**config.mk**
```make
export PLATFORM = sky130hd
export DESIGN_NAME = adb_controller_handshake
export DESIGN_NICKNAME = d
export VERILOG_FILES = /design/src/rtl/core/adb_hs_pkg.sv /design/src/rtl/core/adb_hs_fsm.sv /design/src/rtl/core/adb_controller_handshake.sv
export SDC_FILE = /design/constraint.sdc
export NUM_CORES = 1
export LEC_CHECK = 0
export ABC_AREA = 1
export BUFFER_PORTS_ARGS = -buffer_cell sky130_fd_sc_hd__buf_2
export CELL_PAD_IN_SITES_DETAIL_PLACEMENT = 0
export CELL_PAD_IN_SITES_GLOBAL_PLACEMENT = 1
export CORE_ASPECT_RATIO = 0.5
export CORE_MARGIN = 5
export CORE_UTILIZATION = 45
export DETAILED_ROUTE_END_ITERATION = 10
export PLACE_DENSITY = 0.89
export SETUP_SLACK_MARGIN = 0.2
export SLEW_MARGIN = 5
export SYNTH_ARGS = -nofsm -noshare
export SYNTH_HDL_FRONTEND = slang
export SYNTH_HIERARCHICAL = 1
export SYNTH_SLANG_ARGS = --single-unit
```
**constraint.sdc**
```tcl
create_clock -name clk -period 4.84 [get_ports clk]
set_input_delay 0.242 -clock clk [delete_from_list [all_inputs] [get_ports clk]]
set_output_delay 0.242 -clock clk [all_outputs]
set_load 0.01 [all_outputs]
```
**src/rtl/core/adb_hs_pkg.sv**
```systemverilog
package adb_hs_pkg;

  // Receive count saturates at this many bytes.
  localparam int RECV_DEPTH = 16;
  localparam int IDX_W      = $clog2(RECV_DEPTH + 1);

  localparam logic [7:0] PKT_BUS      = 8'h00;
  localparam logic [7:0] CMD_PACKET   = 8'h01;
  localparam logic [7:0] CMD_AUTOPOLL = 8'h01;
  localparam logic [7:0] AP_ENABLE    = 8'h01;
  localparam logic [7:0] AP_DISABLE   = 8'h00;
  localparam logic [1:0] REG_NUM_ZERO = 2'b00;

  // Byte positions and lengths on the byte counter.
  localparam logic [IDX_W-1:0] IDX_TYPE    = IDX_W'(0);
  localparam logic [IDX_W-1:0] IDX_HEADER  = IDX_W'(2);
  localparam logic [IDX_W-1:0] IDX_DATA_HI = IDX_W'(3);
  localparam logic [IDX_W-1:0] IDX_DATA_LO = IDX_W'(4);
  localparam logic [IDX_W-1:0] PKT_MIN_LEN = IDX_W'(2);
  localparam logic [IDX_W-1:0] RPT_LEN     = IDX_W'(5);
  localparam logic [IDX_W-1:0] CMD_LEN     = IDX_W'(3);
  localparam logic [IDX_W-1:0] IDX_LIMIT   = IDX_W'(RECV_DEPTH);

  typedef enum logic [2:0] {
    ST_LISTEN     = 3'd0,
    ST_RECEIVE    = 3'd1,
    ST_RCV_END    = 3'd2,
    ST_SEND_START = 3'd3,
    ST_SEND       = 3'd4
  } state_t;

  typedef struct packed {
    logic       kind;
    logic       req;
    logic [7:0] sbyte;
    logic       ap;
  } evt_t;

  typedef struct packed {
    logic        tip;
    logic        tack;
    logic        dir_out;
    logic        send_valid;
    logic [7:0]  send_byte;
    logic        collision;
    logic        report_valid;
    logic [3:0]  report_address;
    logic [15:0] report_value;
    logic        bad_packet;
  } res_t;

endpackage

```
**src/rtl/core/adb_hs_fsm.sv**
```systemverilog
module adb_hs_fsm (
  input  logic             clk,
  input  logic             rst_n,
  input  logic             step,
  input  adb_hs_pkg::evt_t ev,
  output adb_hs_pkg::res_t res
);
  import adb_hs_pkg::*;

  state_t           st_r, st_nxt;
  logic [IDX_W-1:0] idx_r, idx_nxt;
  logic             pend_r, pend_nxt;
  logic             ap_r, ap_nxt;
  logic             tip_r, tip_nxt;
  logic             tack_r, tack_nxt;
  logic             dir_r, dir_nxt;
  logic [7:0]       pkt0_r, pkt0_nxt;
  logic [7:0]       pkt2_r, pkt2_nxt;
  logic [7:0]       pkt3_r, pkt3_nxt;
  logic [7:0]       pkt4_r, pkt4_nxt;

  // Next state
  always_comb begin
    st_nxt = st_r;
    if (step) begin
      if (ev.kind) begin
        if (st_r == ST_LISTEN && ev.req) st_nxt = ST_SEND_START;
      end else begin
        case (st_r)
          ST_LISTEN:     if (!ev.req) st_nxt = ST_RECEIVE;
          ST_RECEIVE:    if (ev.req) st_nxt = ST_RCV_END;
          ST_RCV_END: begin
            if (!ev.req)     st_nxt = ST_RECEIVE;
            else if (pend_r) st_nxt = ST_SEND_START;
            else             st_nxt = ST_LISTEN;
          end
          ST_SEND_START: st_nxt = ev.req ? ST_SEND : ST_LISTEN;
          ST_SEND:       if (!(pend_r && idx_r < CMD_LEN)) st_nxt = ST_LISTEN;
          default:       st_nxt = ST_LISTEN;
        endcase
      end
    end
  end

  // Line levels, buffers and result word
  always_comb begin
    idx_nxt  = idx_r;
    pend_nxt = pend_r;
    ap_nxt   = ap_r;
    tip_nxt  = tip_r;
    tack_nxt = tack_r;
    dir_nxt  = dir_r;
    pkt0_nxt = pkt0_r;
    pkt2_nxt = pkt2_r;
    pkt3_nxt = pkt3_r;
    pkt4_nxt = pkt4_r;
    res      = '0;
    if (step) begin
      if (ev.kind) begin
        if (st_r == ST_LISTEN) begin
          pend_nxt = 1'b1;
          ap_nxt   = ev.ap;
          idx_nxt  = '0;
          if (ev.req) begin
            dir_nxt        = 1'b1;
            res.send_valid = 1'b1;
            res.send_byte  = CMD_PACKET;
            tip_nxt        = 1'b0;
          end
        end
      end else begin
        case (st_r)
          ST_LISTEN: if (!ev.req) tip_nxt = 1'b0;
          ST_RECEIVE: begin
            if (idx_r < IDX_LIMIT) begin
              if (idx_r == IDX_TYPE)    pkt0_nxt = ev.sbyte;
              if (idx_r == IDX_HEADER)  pkt2_nxt = ev.sbyte;
              if (idx_r == IDX_DATA_HI) pkt3_nxt = ev.sbyte;
              if (idx_r == IDX_DATA_LO) pkt4_nxt = ev.sbyte;
              idx_nxt = idx_r + IDX_W'(1);
            end
            if (!ev.req) begin
              tack_nxt = ~tack_r;
            end else begin
              tack_nxt = 1'b1;
              tip_nxt  = 1'b1;
            end
          end
          ST_RCV_END: begin
            if (!ev.req) begin
              tip_nxt = 1'b0;
            end else if (pend_r) begin
              dir_nxt        = 1'b1;
              res.send_valid = 1'b1;
              res.send_byte  = CMD_PACKET;
              tip_nxt        = 1'b0;
            end
            idx_nxt = '0;
            if (idx_r >= PKT_MIN_LEN && pkt0_r == PKT_BUS) begin
              if (idx_r == RPT_LEN && pkt2_r[1:0] == REG_NUM_ZERO) begin
                res.report_valid   = 1'b1;
                res.report_address = pkt2_r[7:4];
                res.report_value   = {pkt3_r, pkt4_r};
              end else begin
                res.bad_packet = 1'b1;
              end
            end
          end
          ST_SEND_START: begin
            if (!ev.req) begin
              dir_nxt       = 1'b0;
              tip_nxt       = 1'b1;
              tack_nxt      = 1'b1;
              res.collision = 1'b1;
            end else begin
              res.send_valid = 1'b1;
              res.send_byte  = CMD_AUTOPOLL;
              tack_nxt       = ~tack_r;
              idx_nxt        = IDX_HEADER;
            end
          end
          ST_SEND: begin
            if (pend_r && idx_r < CMD_LEN) begin
              res.send_valid = 1'b1;
              if (idx_r == IDX_HEADER) res.send_byte = ap_r ? AP_ENABLE : AP_DISABLE;
              else                     res.send_byte = CMD_AUTOPOLL;
              idx_nxt  = idx_r + IDX_W'(1);
              tack_nxt = ~tack_r;
            end else begin
              pend_nxt = 1'b0;
              idx_nxt  = '0;
              dir_nxt  = 1'b0;
              tack_nxt = 1'b1;
              tip_nxt  = 1'b1;
            end
          end
          default: ;
        endcase
      end
    end
    res.tip     = tip_nxt;
    res.tack    = tack_nxt;
    res.dir_out = dir_nxt;
  end

  always_ff @(posedge clk) begin
    if (!rst_n) begin
      st_r   <= ST_LISTEN;
      idx_r  <= '0;
      pend_r <= 1'b0;
      tip_r  <= 1'b1;
      tack_r <= 1'b1;
      dir_r  <= 1'b0;
    end else begin
      st_r   <= st_nxt;
      idx_r  <= idx_nxt;
      pend_r <= pend_nxt;
      tip_r  <= tip_nxt;
      tack_r <= tack_nxt;
      dir_r  <= dir_nxt;
    end
  end

  always_ff @(posedge clk) begin
    ap_r   <= ap_nxt;
    pkt0_r <= pkt0_nxt;
    pkt2_r <= pkt2_nxt;
    pkt3_r <= pkt3_nxt;
    pkt4_r <= pkt4_nxt;
  end

endmodule

```
**src/rtl/core/adb_controller_handshake.sv**
```systemverilog
// Host-side handshake engine for a desktop-bus microcontroller. Each input word is one
// event (shift interrupt or autopoll send request) and yields exactly one result word
// with the driven line levels, any byte to load into the shift register, and any
// collision, register-0 report or bad-packet flag. An event is registered on entry,
// decided combinationally by the transfer state machine and registered again on exit;
// a new word is taken every cycle while in_stall is low, and in_stall rises only when
// the output register is full and out_stall holds it.
module adb_controller_handshake (
  input  logic        clk,
  input  logic        rst_n,
  input  logic        in_valid,
  output logic        in_stall,
  input  logic        in_kind,
  input  logic        in_request_line,
  input  logic [7:0]  in_shift_byte,
  input  logic        in_autopoll_on,
  output logic        out_valid,
  input  logic        out_stall,
  output logic        out_in_progress_line,
  output logic        out_ack_line,
  output logic        out_shift_direction_out,
  output logic        out_send_valid,
  output logic [7:0]  out_send_byte,
  output logic        out_collision,
  output logic        out_report_valid,
  output logic [3:0]  out_report_address,
  output logic [15:0] out_report_value,
  output logic        out_bad_packet
);
  import adb_hs_pkg::*;

  logic in_vld_r, in_vld_nxt;
  evt_t in_r;
  logic out_vld_r, out_vld_nxt;
  res_t out_r;
  res_t res;
  logic adv;
  logic in_acc;

  assign adv      = in_vld_r & (~out_vld_r | ~out_stall);
  assign in_stall = in_vld_r & ~adv;
  assign in_acc   = in_valid & ~in_stall;

  assign in_vld_nxt  = in_acc | (in_vld_r & ~adv);
  assign out_vld_nxt = adv | (out_vld_r & out_stall);

  adb_hs_fsm u_fsm (
    .clk   (clk),
    .rst_n (rst_n),
    .step  (adv),
    .ev    (in_r),
    .res   (res)
  );

  always_ff @(posedge clk) begin
    if (!rst_n) begin
      in_vld_r  <= 1'b0;
      out_vld_r <= 1'b0;
    end else begin
      in_vld_r  <= in_vld_nxt;
      out_vld_r <= out_vld_nxt;
    end
  end

  always_ff @(posedge clk) begin
    if (in_acc) begin
      in_r <= '{kind: in_kind, req: in_request_line, sbyte: in_shift_byte,
                ap: in_autopoll_on};
    end
    if (adv) out_r <= res;
  end

  assign out_valid               = out_vld_r;
  assign out_in_progress_line    = out_r.tip;
  assign out_ack_line            = out_r.tack;
  assign out_shift_direction_out = out_r.dir_out;
  assign out_send_valid          = out_r.send_valid;
  assign out_send_byte           = out_r.send_byte;
  assign out_collision           = out_r.collision;
  assign out_report_valid        = out_r.report_valid;
  assign out_report_address      = out_r.report_address;
  assign out_report_value        = out_r.report_value;
  assign out_bad_packet          = out_r.bad_packet;

endmodule

```
# Word level (Yosys, flattened, before mapping)
# Cells that the tools add are included.
[word_totals]
regBits = 93
inputBits = 15
output_inout_bits = 37
wordCells = 142
[op_classes]
add_sub_neg = 1
magnitude_cmp = 3
eq_ne = 16
mux = 57
bitwise = 17
n_reduce_logical = 21
[op_table]
columns = ["op", "n"]
rows = [
  ["9-bit 2-to-1 mux", 6],
  ["1-bit 2-to-1 mux", 30],
  ["5-bit AND reduction", 6],
  ["9-bit one-hot mux with 3 select lines", 1],
  ["5-bit 2-to-1 mux", 5],
  ["21-bit 2-to-1 mux", 1],
  ["3-bit 2-to-1 mux", 7],
  ["5-bit one-hot mux with 4 select lines", 1],
  ["3-bit one-hot mux with 5 select lines", 1],
  ["3-bit != test (second input constant)", 4],
  ["5-bit by 2-bit equality test with 1-bit output (second input constant)", 2],
  ["5-bit by 3-bit equality test with 1-bit output (second input constant)", 2],
  ["1-bit NOT", 10],
  ["8-bit zero test", 1],
  ["8-bit 2-to-1 mux", 1],
  ["3-bit by 2-bit equality test with 1-bit output (second input constant)", 2],
  ["1-bit one-hot mux with 3 select lines", 2],
  ["5-bit by 1-bit adder with 5-bit output (second input constant)", 1],
  ["5-bit by 2-bit >= comparator with 1-bit output (second input constant)", 1],
  ["5-bit zero test", 1],
  ["5-bit by 2-bit < comparator with 1-bit output (second input constant)", 1],
  ["5-bit < comparator (second input constant)", 1],
  ["1-bit one-hot mux with 5 select lines", 1],
  ["5-bit nonzero test", 1],
  ["other kinds (17)", 26],
]

# Logic depth before layout (Yosys ltp)
# Gate-level depths: netlist of run 1.
[depth]
depth_word = 8
mapped_depth = 11
ltp_nobuf = 9

# By module
# Netlist of run 1, hierarchy kept.
[by_module_without_submodules]
columns = ["mod", "n_inst", "cells_each", "area_each_um2", "seq_area_each_um2"]
rows = [
  ["adb_hs_fsm", 1, 264, 2200.9, 1171.1],
  ["adb_controller_handshake", 1, 59, 1476.4, 1421.4],
]

# Least setup slack after synthesis of run 1
# No wires, ideal clock.
[synth_timing]
path_type = "register to register"
from = "register out_vld_r (netlist: out_valid)"
to = "register u_fsm.pkt3_r[0], enable pin"
setup_time_ps = 398
t_arrival_ps = 3860
t_required_ps = 4442
slack_ps = 582
path_stages_with_launch = 5
path_buffers = 1
period_less_slack_ps = 4258
cell_sequence = "dfxtp_1 -> a21oi_1 -> nand2_1 -> buf_2 -> nor4b_1"
[synth_between]
elab_chain_cells = 4
[synth_lines]
columns = ["item", "line_no", "text"]
rows = [
  ["start, declared", "adb_controller_handshake.sv:34", "logic out_vld_r, out_vld_nxt;"],
  ["start signal, assigned", "adb_controller_handshake.sv:61", "out_vld_r <= out_vld_nxt;"],
  ["1-bit NOT", "adb_controller_handshake.sv:40", "assign adv = in_vld_r & (~out_vld_r | ~out_stall);"],
  ["1-bit OR", "adb_controller_handshake.sv:40", ""],
  ["1-bit bitwise AND", "adb_controller_handshake.sv:40", ""],
  ["named net adv", "adb_controller_handshake.sv:37", "logic adv;"],
  ["5-bit AND reduction (no line)", "--", ""],
  ["end signal, assigned", "adb_hs_fsm.sv:168", "pkt3_r <= pkt3_nxt;"],
  ["end, declared", "adb_hs_fsm.sv:19", "logic [7:0] pkt3_r, pkt3_nxt;"],
]
# The timed path passes the listed nets, and every way through them passes these cells.
# A chain may end at the register's enable or synchronous reset.

# Final worst setup path of run 1
[layout_timing]
from = "register in_vld_r"
to = "register u_fsm.pkt4_r[2], enable pin"
[layout_between]
elab_chain_cells = 2
[layout_lines]
columns = ["item", "line_no", "text"]
rows = [
  ["start, declared", "adb_controller_handshake.sv:32", "logic in_vld_r, in_vld_nxt;"],
  ["start signal, assigned", "adb_controller_handshake.sv:60", "in_vld_r <= in_vld_nxt;"],
  ["1-bit bitwise AND", "adb_controller_handshake.sv:40", ""],
  ["named net adv", "adb_controller_handshake.sv:37", ""],
  ["5-bit AND reduction (no line)", "--", ""],
  ["end signal, assigned", "adb_hs_fsm.sv:169", "pkt4_r <= pkt4_nxt;"],
  ["end, declared", "adb_hs_fsm.sv:20", "logic [7:0] pkt4_r, pkt4_nxt;"],
]
# The timed path passes the listed nets, and every way through them passes these cells.

==> metrics, run 1 <==
Global Route Usage Sum 13.14%; Hold Path Origin in_request_line; Hold Vio Cnt, Final 0; share of layout cells above drive strength 1 20.89%; GR Overflow Total 0; Final Net Count 396; DR DRC count 0; reg2reg end u_fsm/pkt4_r[2]; CTS tree done; Seq pwr share 53.0%; CP delay by family, top simple AND/OR/NAND/NOR gates; ys async rst share 0%; ys flop type edfxtp_1; hold path endpoint in_r[9]; Core Rows 23; Pwr Total 1685 uW; gp weighted congestion 0.8396; r2r startpoint in_vld_r; initial DRC count 165; initial antenna violation count 0; Routed Antenna Nets 0; P_int 1316 uW; Finished Cell Area 4317 sq um; synthesis-stage register bit count 91; Tcrit/Tclk final 59.72%; Ports 52; Post-Syn Instances 323; clk buf depth 2; Vias/cell 4.630; Leak 0.001808 uW; wire length per cell 12.63 um; minimum clock period 2.891 ns; placed inst area 4015 sq um; slowest cell delay on critical path 1.15 ns; outcome completed; share of the synthesized area in the top cell type 62.88%; die height 73.92 um; final setup fails 0; worst relative slew slack 11.49%; ordered cell list for the critical path inv_1 > a21oi_4 > buf_4 > nand2_1 > nor3_1; number of synthesized flops with an enable pin 77; data required time of the worst path 4.78 ns; Slew Limit Fails 0; Max Cap Violations 0; Worst Slack Setup Final 1.949 ns; Clock Sinks 91; post-synth cell types 28; Slowest cell on crit path nor3_1; Die Width 137.8 um; Seq/Total Area, Yosys 70.50%; CTS-repair resized insts 0; CP endpoint kind flop; CP Class flop to flop; most frequent cell after synthesis edfxtp_1; H-tree Lvls 3; largest net degree at the start of global routing 40; DR pass1 iterations 5; Worst-Margin Slew 1.318 ns; diode count 0; yosys warns 6; top post-synthesis cells by area edfxtp_1 (63%), dfxtp_1 (7.6%), nand2_1 (5.8%), inv_1 (5.1%), nor2_1 (4.4%); power density cells 390.3 nW/um^2; fmax 346.0 MHz; largest area contributor in the netlist edfxtp_1; setup repair bufs after CTS 0; Post-Place Setup Slack 1.994 ns; unrepaired setup endpoints after global routing false; port bufs 51; hold crit path type input pin to flop; routed via count 2292; clock buffer count from CTS 9; crit-path max FO 39; vias in the first global route 2214; DP Wirelength 4313 um; Clock Latency Late Sink 0.33 ns; Setup crit start in_vld_r; Min Hold Slack 0.08575 ns; sw frac 21.91%; reg2reg setup slack 1.95 ns; mapped cell area 3677 sq um; WHS Path Cells 1; Initial Utilization 46.13%; Die Area 10190 sq um; Setup Skew 0.004649 ns; Fin Setup TNS 0 ns; Worst setup SP type flop; Max IR drop VDD 0.1952 mV; first-pass GRT wire length 10200 um; Crit path buffers/inverters 2; crit path DAT 2.83 ns; Comb power frac 6.1%; clock slew at reported path FFs 0.06 ns; most frequent cells after synthesis edfxtp_1 (77), nand2_1 (57), inv_1 (50), nor2_1 (43), dfxtp_1 (14); core area 7971 sq um; Avg Cell Area, Syn 11.38 sq um; clock power share 41.0%; Root Buffer clkbuf_16; Area Overhead vs Synth 17.39%; FF-to-FF path depth 5; Psw 369.1 uW; Hold-fix buffers, CTS 0; Detailed Route WL 6254 um
[placed cells by master, fill, tap and decap left out, drive strengths merged, types with 7 or more instances in the layout]
master  count
buf        53
clkbuf     10
edfxtp     77
a21oi      13
nand3      15
dfxtp      14
inv        53
o21ai       7
conb        7
nor2       46
nand2      58
nand4       8
nor3        8
[cell type report]
cell class	instances	area, sq um
Clock buffer	10	229.0
Clock inverter	6	72.57
Fill cell	676	3655
Inverter	51	191.4
Multi-Input combinational cell	172	820.8
Sequential cell	91	2592
Tap cell	112	140.1
Timing Repair Buffer	53	270.3
[per-stage QoR]
| stage | util (%) | cells |
|---|---|---|
| final | 54.15 | 495 |
| after global routing | 54.15 | 495 |
| after CTS | 54.15 | 495 |
| after detailed placement | 50.37 | 479 |
| after global placement | 50.37 | 479 |
| after floorplan | - | 329 |
[power groups by stage]
stage	clock network [uW]	registers, uW	logic (uW)
after floorplan	0	912	67.7
after CTS	705	892	103
after global routing	737	895	117
final	690	892	102
after detailed placement	0	909	102
after global placement	0	908	102
[worst register-to-register path, delay by kind of cell, from the launching register on]
kind,cells,cell delay [ns]
buffers and inverters,2,0.49
AO/OA/AOI/OAI,1,0.10
flip-flops,1,0.34
AND/OR/NAND/NOR,2,1.57
[registers in the layout, indices dropped and copies added (netlist names), 3 cells and up]
signal              cells
out_report_value       16
u_fsm/st_r              3
u_fsm/pkt2_r            6
u_fsm/pkt4_r            8
u_fsm/pkt0_r            8
in_r                   11
out_report_address      4
u_fsm/idx_r             5
u_fsm/pkt3_r            8
out_send_byte           8
[routing by layer]
| metal | share of wire [%] | up-vias | GRT usage (%) |
|---|---|---|---|
| met2 | 49 | 59 | 23.87 |
| li1 | - | 1162 | - |
| met3 | 6.0 | 6 | 3.762 |
| met1 | 43 | 1065 | 15.22 |
| met4 | 1.3 | 0 | 4.381 |
| met5 | 0 | - | 0 |
[worst max-delay path by stage]
stage	end	slack (ns)	cells past startpoint
floorplan	u_fsm/pkt3_r[0]	0.58	4
global placement	u_fsm/pkt4_r[7]	2.10	5
detailed placement	u_fsm/pkt4_r[3]	1.99	5
CTS	u_fsm/pkt4_r[2]	1.95	5
global route	u_fsm/pkt4_r[4]	1.76	5
finish	u_fsm/pkt4_r[2]	1.95	5
[kinds of logic after synthesis]
family	after synthesis	synth area share [%]
AO/OA/AOI/OAI	21	3.130
XOR/XNOR	2	0.4764
adder cells (fa/ha/maj)	3	1.021
buffers and inverters	66	8.268
flip-flops	91	70.50
other	1	0.1020
AND/OR/NAND/NOR	139	16.50
Power figures use the tool's default switching activity.
==> inputs of run 2 (changes only) <==
--- a/config.mk
+++ b/config.mk
@@ -5,13 +5,13 @@
 export SDC_FILE = /design/constraint.sdc
 export NUM_CORES = 1
 export LEC_CHECK = 0
-export ABC_AREA = 1
+export ABC_AREA = 0
 export BUFFER_PORTS_ARGS = -buffer_cell sky130_fd_sc_hd__buf_2
 export CELL_PAD_IN_SITES_DETAIL_PLACEMENT = 0
 export CELL_PAD_IN_SITES_GLOBAL_PLACEMENT = 1
 export CORE_ASPECT_RATIO = 0.5
 export CORE_MARGIN = 5
-export CORE_UTILIZATION = 45
+export CORE_UTILIZATION = 47
 export DETAILED_ROUTE_END_ITERATION = 10
 export PLACE_DENSITY = 0.89
 export SETUP_SLACK_MARGIN = 0.2
==> constraint.sdc (replaced) <==
create_clock -name clk -period 3 [get_ports clk]
set_input_delay 0.15 -clock clk [delete_from_list [all_inputs] [get_ports clk]]
set_output_delay 0.15 -clock clk [all_outputs]
set_load 0.01 [all_outputs]
==> run 2 against run 1 <==
  * Synthesized cell count is 18% lower
  * Clock power grew 61%
  * Largest cell class unchanged
  * Sequential cell count stayed put
==> metrics, run 2 <==
ys async rst share 0% (unchanged); Psw 574.2 uW (+56%); share of the synthesized area in the top cell type 61.56% (-1.3 points); first-pass GRT wire length 11360 um (+11%); Slew Limit Fails 0 (unchanged); power density cells 603.9 nW/um^2 (+55%); hold crit path type input pin to flop; Worst setup SP type flop; clock buffer count from CTS 9 (unchanged); CTS tree done; yosys warns 6 (unchanged); Root Buffer clkbuf_16; final setup fails 0 (unchanged); share of layout cells above drive strength 1 24.40% (+3.5 points); Routed Antenna Nets 0 (unchanged); unrepaired setup endpoints after global routing false; Pwr Total 2709 uW (+61%); Max IR drop VDD 0.2857 mV (+46%); crit path DAT 2.23 ns (-0.60 ns); routed via count 2278 (-0.61%); Clock Latency Late Sink 0.34 ns (about the same); P_int 2135 uW (+62%); post-synth cell types 52 (+86%); Clock Sinks 91 (unchanged); GR Overflow Total 0 (unchanged); crit-path max FO 21 (-46%); Comb power frac 5.5% (-0.6 points); Seq pwr share 53.4% (+0.4 points); Detailed Route WL 6791 um (+8.6%); number of flip-flops in the largest register 16 (unchanged); H-tree Lvls 3 (unchanged); initial DRC count 175 (+6.1%); ys flop type edfxtp_1; Hold Vio Cnt, Final 0 (unchanged); synthesis-stage register bit count 91 (unchanged); Vias/cell 5.131 (+11%); outcome completed; minimum clock period 2.238 ns (-0.6528 ns); worst relative slew slack 49.85% (+38 points); clock power share 41.1% (about the same); mapped cell area 3756 sq um (+2.1%); Tcrit/Tclk final 74.59% (+15 points); Post-Syn Instances 266 (-18%); initial antenna violation count 0 (unchanged); Fin Setup TNS 0 ns (unchanged); DP Wirelength 4644 um (+7.7%); Die Area 9988 sq um (-2.0%); commonest non-fill, non-tap cell in the layout edfxtp_1; commonest cells after routing, fill and taps aside edfxtp_1 (77), buf_2 (51), and2_1 (24); top post-synthesis cells by area edfxtp_1 (62%), dfxtp_1 (7.5%), and2_1 (4.0%), buf_4 (2.4%), a21oi_1 (1.5%); Initial Utilization 47.64% (+1.5 points); fmax 446.9 MHz (+29%); clk buf depth 2 (unchanged); Die Width 136.4 um (-1.0%); diode count 0 (unchanged); CP Class flop to flop; wire length per cell 15.30 um (+21%); Max Cap Violations 0 (unchanged); DR DRC count 0 (unchanged); data required time of the worst path 2.99 ns (-1.79 ns); gp weighted congestion 0.8894 (+5.9%); Area Overhead vs Synth 19.42%; Final Net Count 345 (-13%); Avg Cell Area, Syn 14.12 sq um (+24%); vias in the first global route 2310 (+4.3%); Seq/Total Area, Yosys 69.02% (-1.5 points); CP endpoint kind flop; Leak 0.001560 uW (-14%); number of synthesized flops with an enable pin 77 (unchanged); die height 73.22 um (-0.95%); most frequent cell after synthesis edfxtp_1; port bufs 51 (unchanged); largest net degree at the start of global routing 22 (-45%); Worst-Margin Slew 0.7512 ns (-0.5664 ns); core area 7885 sq um (-1.1%); sw frac 21.20% (-0.71 points); Global Route Usage Sum 15.01% (+1.9 points); clock slew at reported path FFs 0.06 ns (about the same); most frequent cells after synthesis edfxtp_1 (77), and2_1 (24), dfxtp_1 (14), nor2_1 (13), buf_4 (12); Ports 52 (unchanged); Setup Skew 0.006003 ns (+0.001353 ns); DR pass1 iterations 4 (-1); Core Rows 23 (unchanged); largest area contributor in the netlist edfxtp_1
==> run 2: metal layers <==
layer  track usage, %  vias to the layer above  share of wire (%)
met2            26.14                       62                 51
met4            6.034                        0                1.6
li1                 -                     1101                  -
met3            4.821                        9                5.6
met5                0                        -                  0
met1            17.48                     1106                 42
==> run 2: power by group through the flow <==
stage	Clock [uW]	Combinational [uW]	Sequential (uW)
after floorplan	0	95.9	1470
after global placement	0	134	1470
after detailed placement	0	138	1470
after CTS	1140	150	1450
after global routing	1210	166	1450
final	1110	150	1450
==> run 2: cell families after synthesis <==
family	count (synthesis)	synth area share [%]
multiplexers	3	0.7995
adder cells (fa/ha/maj)	3	0.9994
flip-flops	91	69.02
AO/OA/AOI/OAI	48	8.928
buffers and inverters	31	4.730
AND/OR/NAND/NOR	88	15.19
other	1	0.09984
XOR/XNOR	1	0.2332
==> run 2: cell type report <==
type | count | area, sq um
clock buffer | 10 | 229.0
clock inverter | 6 | 71.32
sequential | 91 | 2592
tap | 112 | 140.1
fill | 623 | 3400
timing repair buffer | 67 | 402.9
multi-input combinational | 150 | 1020
inverter | 8 | 30.03
==> run 2: final timing paths <==
kind / start / endpoint / slack [ns] / cells after the start
max: u_fsm/st_r[0] / u_fsm/pkt3_r[5] / 0.76 / 4
min: in_valid / in_vld_r / 0.04 / 2
max reg2reg: u_fsm/st_r[0] / u_fsm/pkt3_r[5] / 0.76 / 4
min reg2reg: in_r[0] / u_fsm/ap_r / 0.43 / 0
==> run 2: stage by stage <==
stage	worst slack [ns]	hold slack, ns	util [%]	cells	area, sq um
after global routing	0.5827	0.03693	56.89	444	4486
after floorplan	0.5977	0.2489	-	272	3790
after detailed placement	0.7977	0.3284	51.68	417	4075
after CTS	0.7966	0.02297	56.89	444	4486
final	0.7622	0.03796	56.89	444	4486
after global placement	0.9878	0.3274	51.68	417	4075
==> run 2: what timing repair did <==
action | CTS | global route
setup buffers | 0 | 0
hold buffers | 11 | 0
setup endpoints to repair | 0 | 0
endpoints found under the hold margin | 11 | 0
resized for setup | 0 | 0
==> run 2: critical path: stages (launching register included) <==
cell and delay (ns):
dfxtp_1 0.81, nand2b_1 0.15, nor4_1 0.29, nor2b_1 0.24, and2_1 0.41
==> inputs of run 3 (changes only) <==
--- a/config.mk
+++ b/config.mk
@@ -11,9 +11,9 @@
 export CELL_PAD_IN_SITES_GLOBAL_PLACEMENT = 1
 export CORE_ASPECT_RATIO = 0.5
 export CORE_MARGIN = 5
-export CORE_UTILIZATION = 47
+export CORE_UTILIZATION = 42
 export DETAILED_ROUTE_END_ITERATION = 10
-export PLACE_DENSITY = 0.89
+export PLACE_DENSITY = 0.85
 export SETUP_SLACK_MARGIN = 0.2
 export SLEW_MARGIN = 5
 export SYNTH_ARGS = -nofsm -noshare
==> constraint.sdc (replaced) <==
create_clock -name clk -period 1.9 [get_ports clk]
set_input_delay 0.095 -clock clk [delete_from_list [all_inputs] [get_ports clk]]
set_output_delay 0.095 -clock clk [all_outputs]
set_load 0.01 [all_outputs]
==> run 3 against run 2 <==
  * Sequential share of layout area fell by 4.9 points
  * Utilization fell by 0.22 points
  * Register-to-register slack got worse by 0.65 ns
  * Critical path type unchanged
  * Critical endpoint is now u_fsm/idx_r[3]
  * Largest cell class unchanged
==> metrics, run 3 (synthesis gave the netlist of run 2 again) <==
Final Net Count 381 (+10%); hold crit path type input pin to flop; unrepaired setup endpoints after global routing true; ordered cell list for the critical path buf_4 > nor4b_4 > a2111oi_4 > or4_1 > a211oi_2; max layer used met4; largest net degree at the start of global routing 22 (unchanged); Clock Sinks 91 (unchanged); Max Cap Violations 0 (unchanged); initial DRC count 155 (-11%); Filler Cell Count 715 (+15%); DP Wirelength 5166 um (+11%); number of flip-flops in the largest register 16 (unchanged); Worst Slack Setup Final 0.1096 ns (-0.6526 ns); Detailed Route WL 7632 um (+12%); outcome completed; Hold Vio Cnt, Final 0 (unchanged); P_int 3284 uW (+54%); Crit path buffers/inverters 1 (+1); Max IR drop VDD 0.5256 mV (+84%); Min Hold Slack 0.06564 ns (+0.02768 ns); crit-path max FO 8 (-62%); routed via count 2405 (+5.6%); Leak 0.001769 uW (+13%); DR DRC count 0 (unchanged); share of layout cells above drive strength 1 39.40% (+15 points); diode count 0 (unchanged); Root Buffer clkbuf_16; CP delay by family, top simple AND/OR/NAND/NOR gates; Global Route Usage Sum 14.78% (-0.24 points); clk buf depth 2 (unchanged); commonest non-fill, non-tap cell in the layout edfxtp_1; commonest cells after routing, fill and taps aside edfxtp_1 (77), buf_2 (51), buf_4 (34); Die Width 143.7 um (+5.4%); Routed Antenna Nets 0 (unchanged); H-tree Lvls 3 (unchanged); Slew Limit Fails 0 (unchanged); clock buffer count from CTS 9 (unchanged); Comb power frac 8.2% (+2.7 points); CP endpoint kind flop; CP Class flop to flop; Seq pwr share 53.6% (+0.2 points); Ports 52 (unchanged); DR pass1 iterations 4 (unchanged); core area 8708 sq um (+10%); metal2 WL 3875 um (+12%); data required time of the worst path 2.16 ns (-0.83 ns); Tcrit/Tclk final 94.23% (+20 points); Die Area 11050 sq um (+11%); fmax 558.5 MHz (+25%); minimum clock period 1.790 ns (-0.4474 ns); vias in the first global route 2491 (+7.8%); Area Overhead vs Synth 31.38%; GR Overflow Total 0 (unchanged); Slowest cell on crit path or4_1; die height 76.87 um (+5.0%); first-pass GRT wire length 12590 um (+11%); Setup Skew 0.005864 ns (-0.0001383 ns); port bufs 51 (unchanged); gp weighted congestion 0.8558 (-3.8%); final setup fails 0 (unchanged); WL met1 3199 um (+12%); Psw 935.6 uW (+63%); Post-Place Setup Slack 0.04494 ns (-0.7528 ns); crit path DAT 2.05 ns (-0.18 ns); clock power share 38.2% (-2.9 points); sw frac 22.17% (+0.97 points); Core Rows 24 (+4.3%); Initial Utilization 43.13% (-4.5 points); CTS tree done; initial antenna violation count 0 (unchanged); Vias/cell 4.959 (-3.3%); Clock Latency Late Sink 0.34 ns (about the same); wire length per cell 15.74 um (+2.9%); slowest cell delay on critical path 0.51 ns (-0.30 ns); WL met3 399 um (+5.6%); power density cells 855.1 nW/um^2 (+42%); clock slew at reported path FFs 0.06 ns (about the same); Worst setup SP type flop
-- run 3: cell count changes in the layout (fill, tap and decap cells not counted), moves of 3 or more --
cell	before	now
buf_4	5	34
dfxtp_1	14	9
buf_6	0	4
dfxtp_4	0	4
a211oi_1	6	3
a211oi_2	0	3
nand2b_1	5	2
nor2b_1	7	4
nor4b_1	4	1
nor4b_2	0	3
o21ai_0	11	8
-- run 3: layout make-up --
cell class                      instances  area, sq um  area share [%]
Sequential cell                        91         2609           52.87
Multi-Input combinational cell        150         1181           23.94
Timing Repair Buffer                  103        699.4           14.17
Clock buffer                           10        229.0           4.640
Tap cell                              117        146.4           2.967
Clock inverter                          6        40.04          0.8114
Inverter                                8        30.03          0.6085
-- run 3: power groups by stage --
stage | clock network, uW | logic (uW) | registers [uW]
5_1_grt | 1770 | 376 | 2270
3_3_place_gp | 0 | 255 | 2310
2_1_floorplan | 0 | 155 | 2320
3_5_place_dp | 0 | 258 | 2310
4_1_cts | 1650 | 324 | 2260
6_report | 1610 | 346 | 2260
-- run 3: worst paths after layout --
path                               startpoint              to  slack [ns]  depth (start not counted)
worst max-delay path            u_fsm/st_r[1]  u_fsm/idx_r[3]        0.11                          5
worst min-delay path                    rst_n    u_fsm/tack_r        0.07                          2
worst max register to register  u_fsm/st_r[1]  u_fsm/idx_r[3]        0.11                          5
worst min register to register        in_r[0]      u_fsm/ap_r        0.43                          0
-- run 3: per-stage QoR --
step                      area, sq um  setup TNS [ns]  instances  total power, uW  utilization, %
after floorplan                  3834          -12.87        272             2476               -
after global placement           4244               0        438             2564           48.74
after detailed placement         4244               0        438             2570           48.74
after CTS                        4826               0        481             4241           55.42
after global routing             4935               0        485             4414           56.67
final                            4935               0        485             4220           56.67
-- run 3: repair_timing --
item / 4_1_cts / 5_1_grt
setup buffers: 15 / 4
hold buffers: 12 / 0
pin swaps: 4 / 9
endpoints found under the hold margin: 12 / 0
endpoints found under the setup margin: 61 / 57
resized for setup: 20 / 19
-- run 3: metal layers --
layer | global-route usage (%) | vias up
met4 | 7.707 | 0
met2 | 24.23 | 56
met5 | 0 | -
li1 | - | 1168
met1 | 18.24 | 1170
met3 | 3.418 | 11
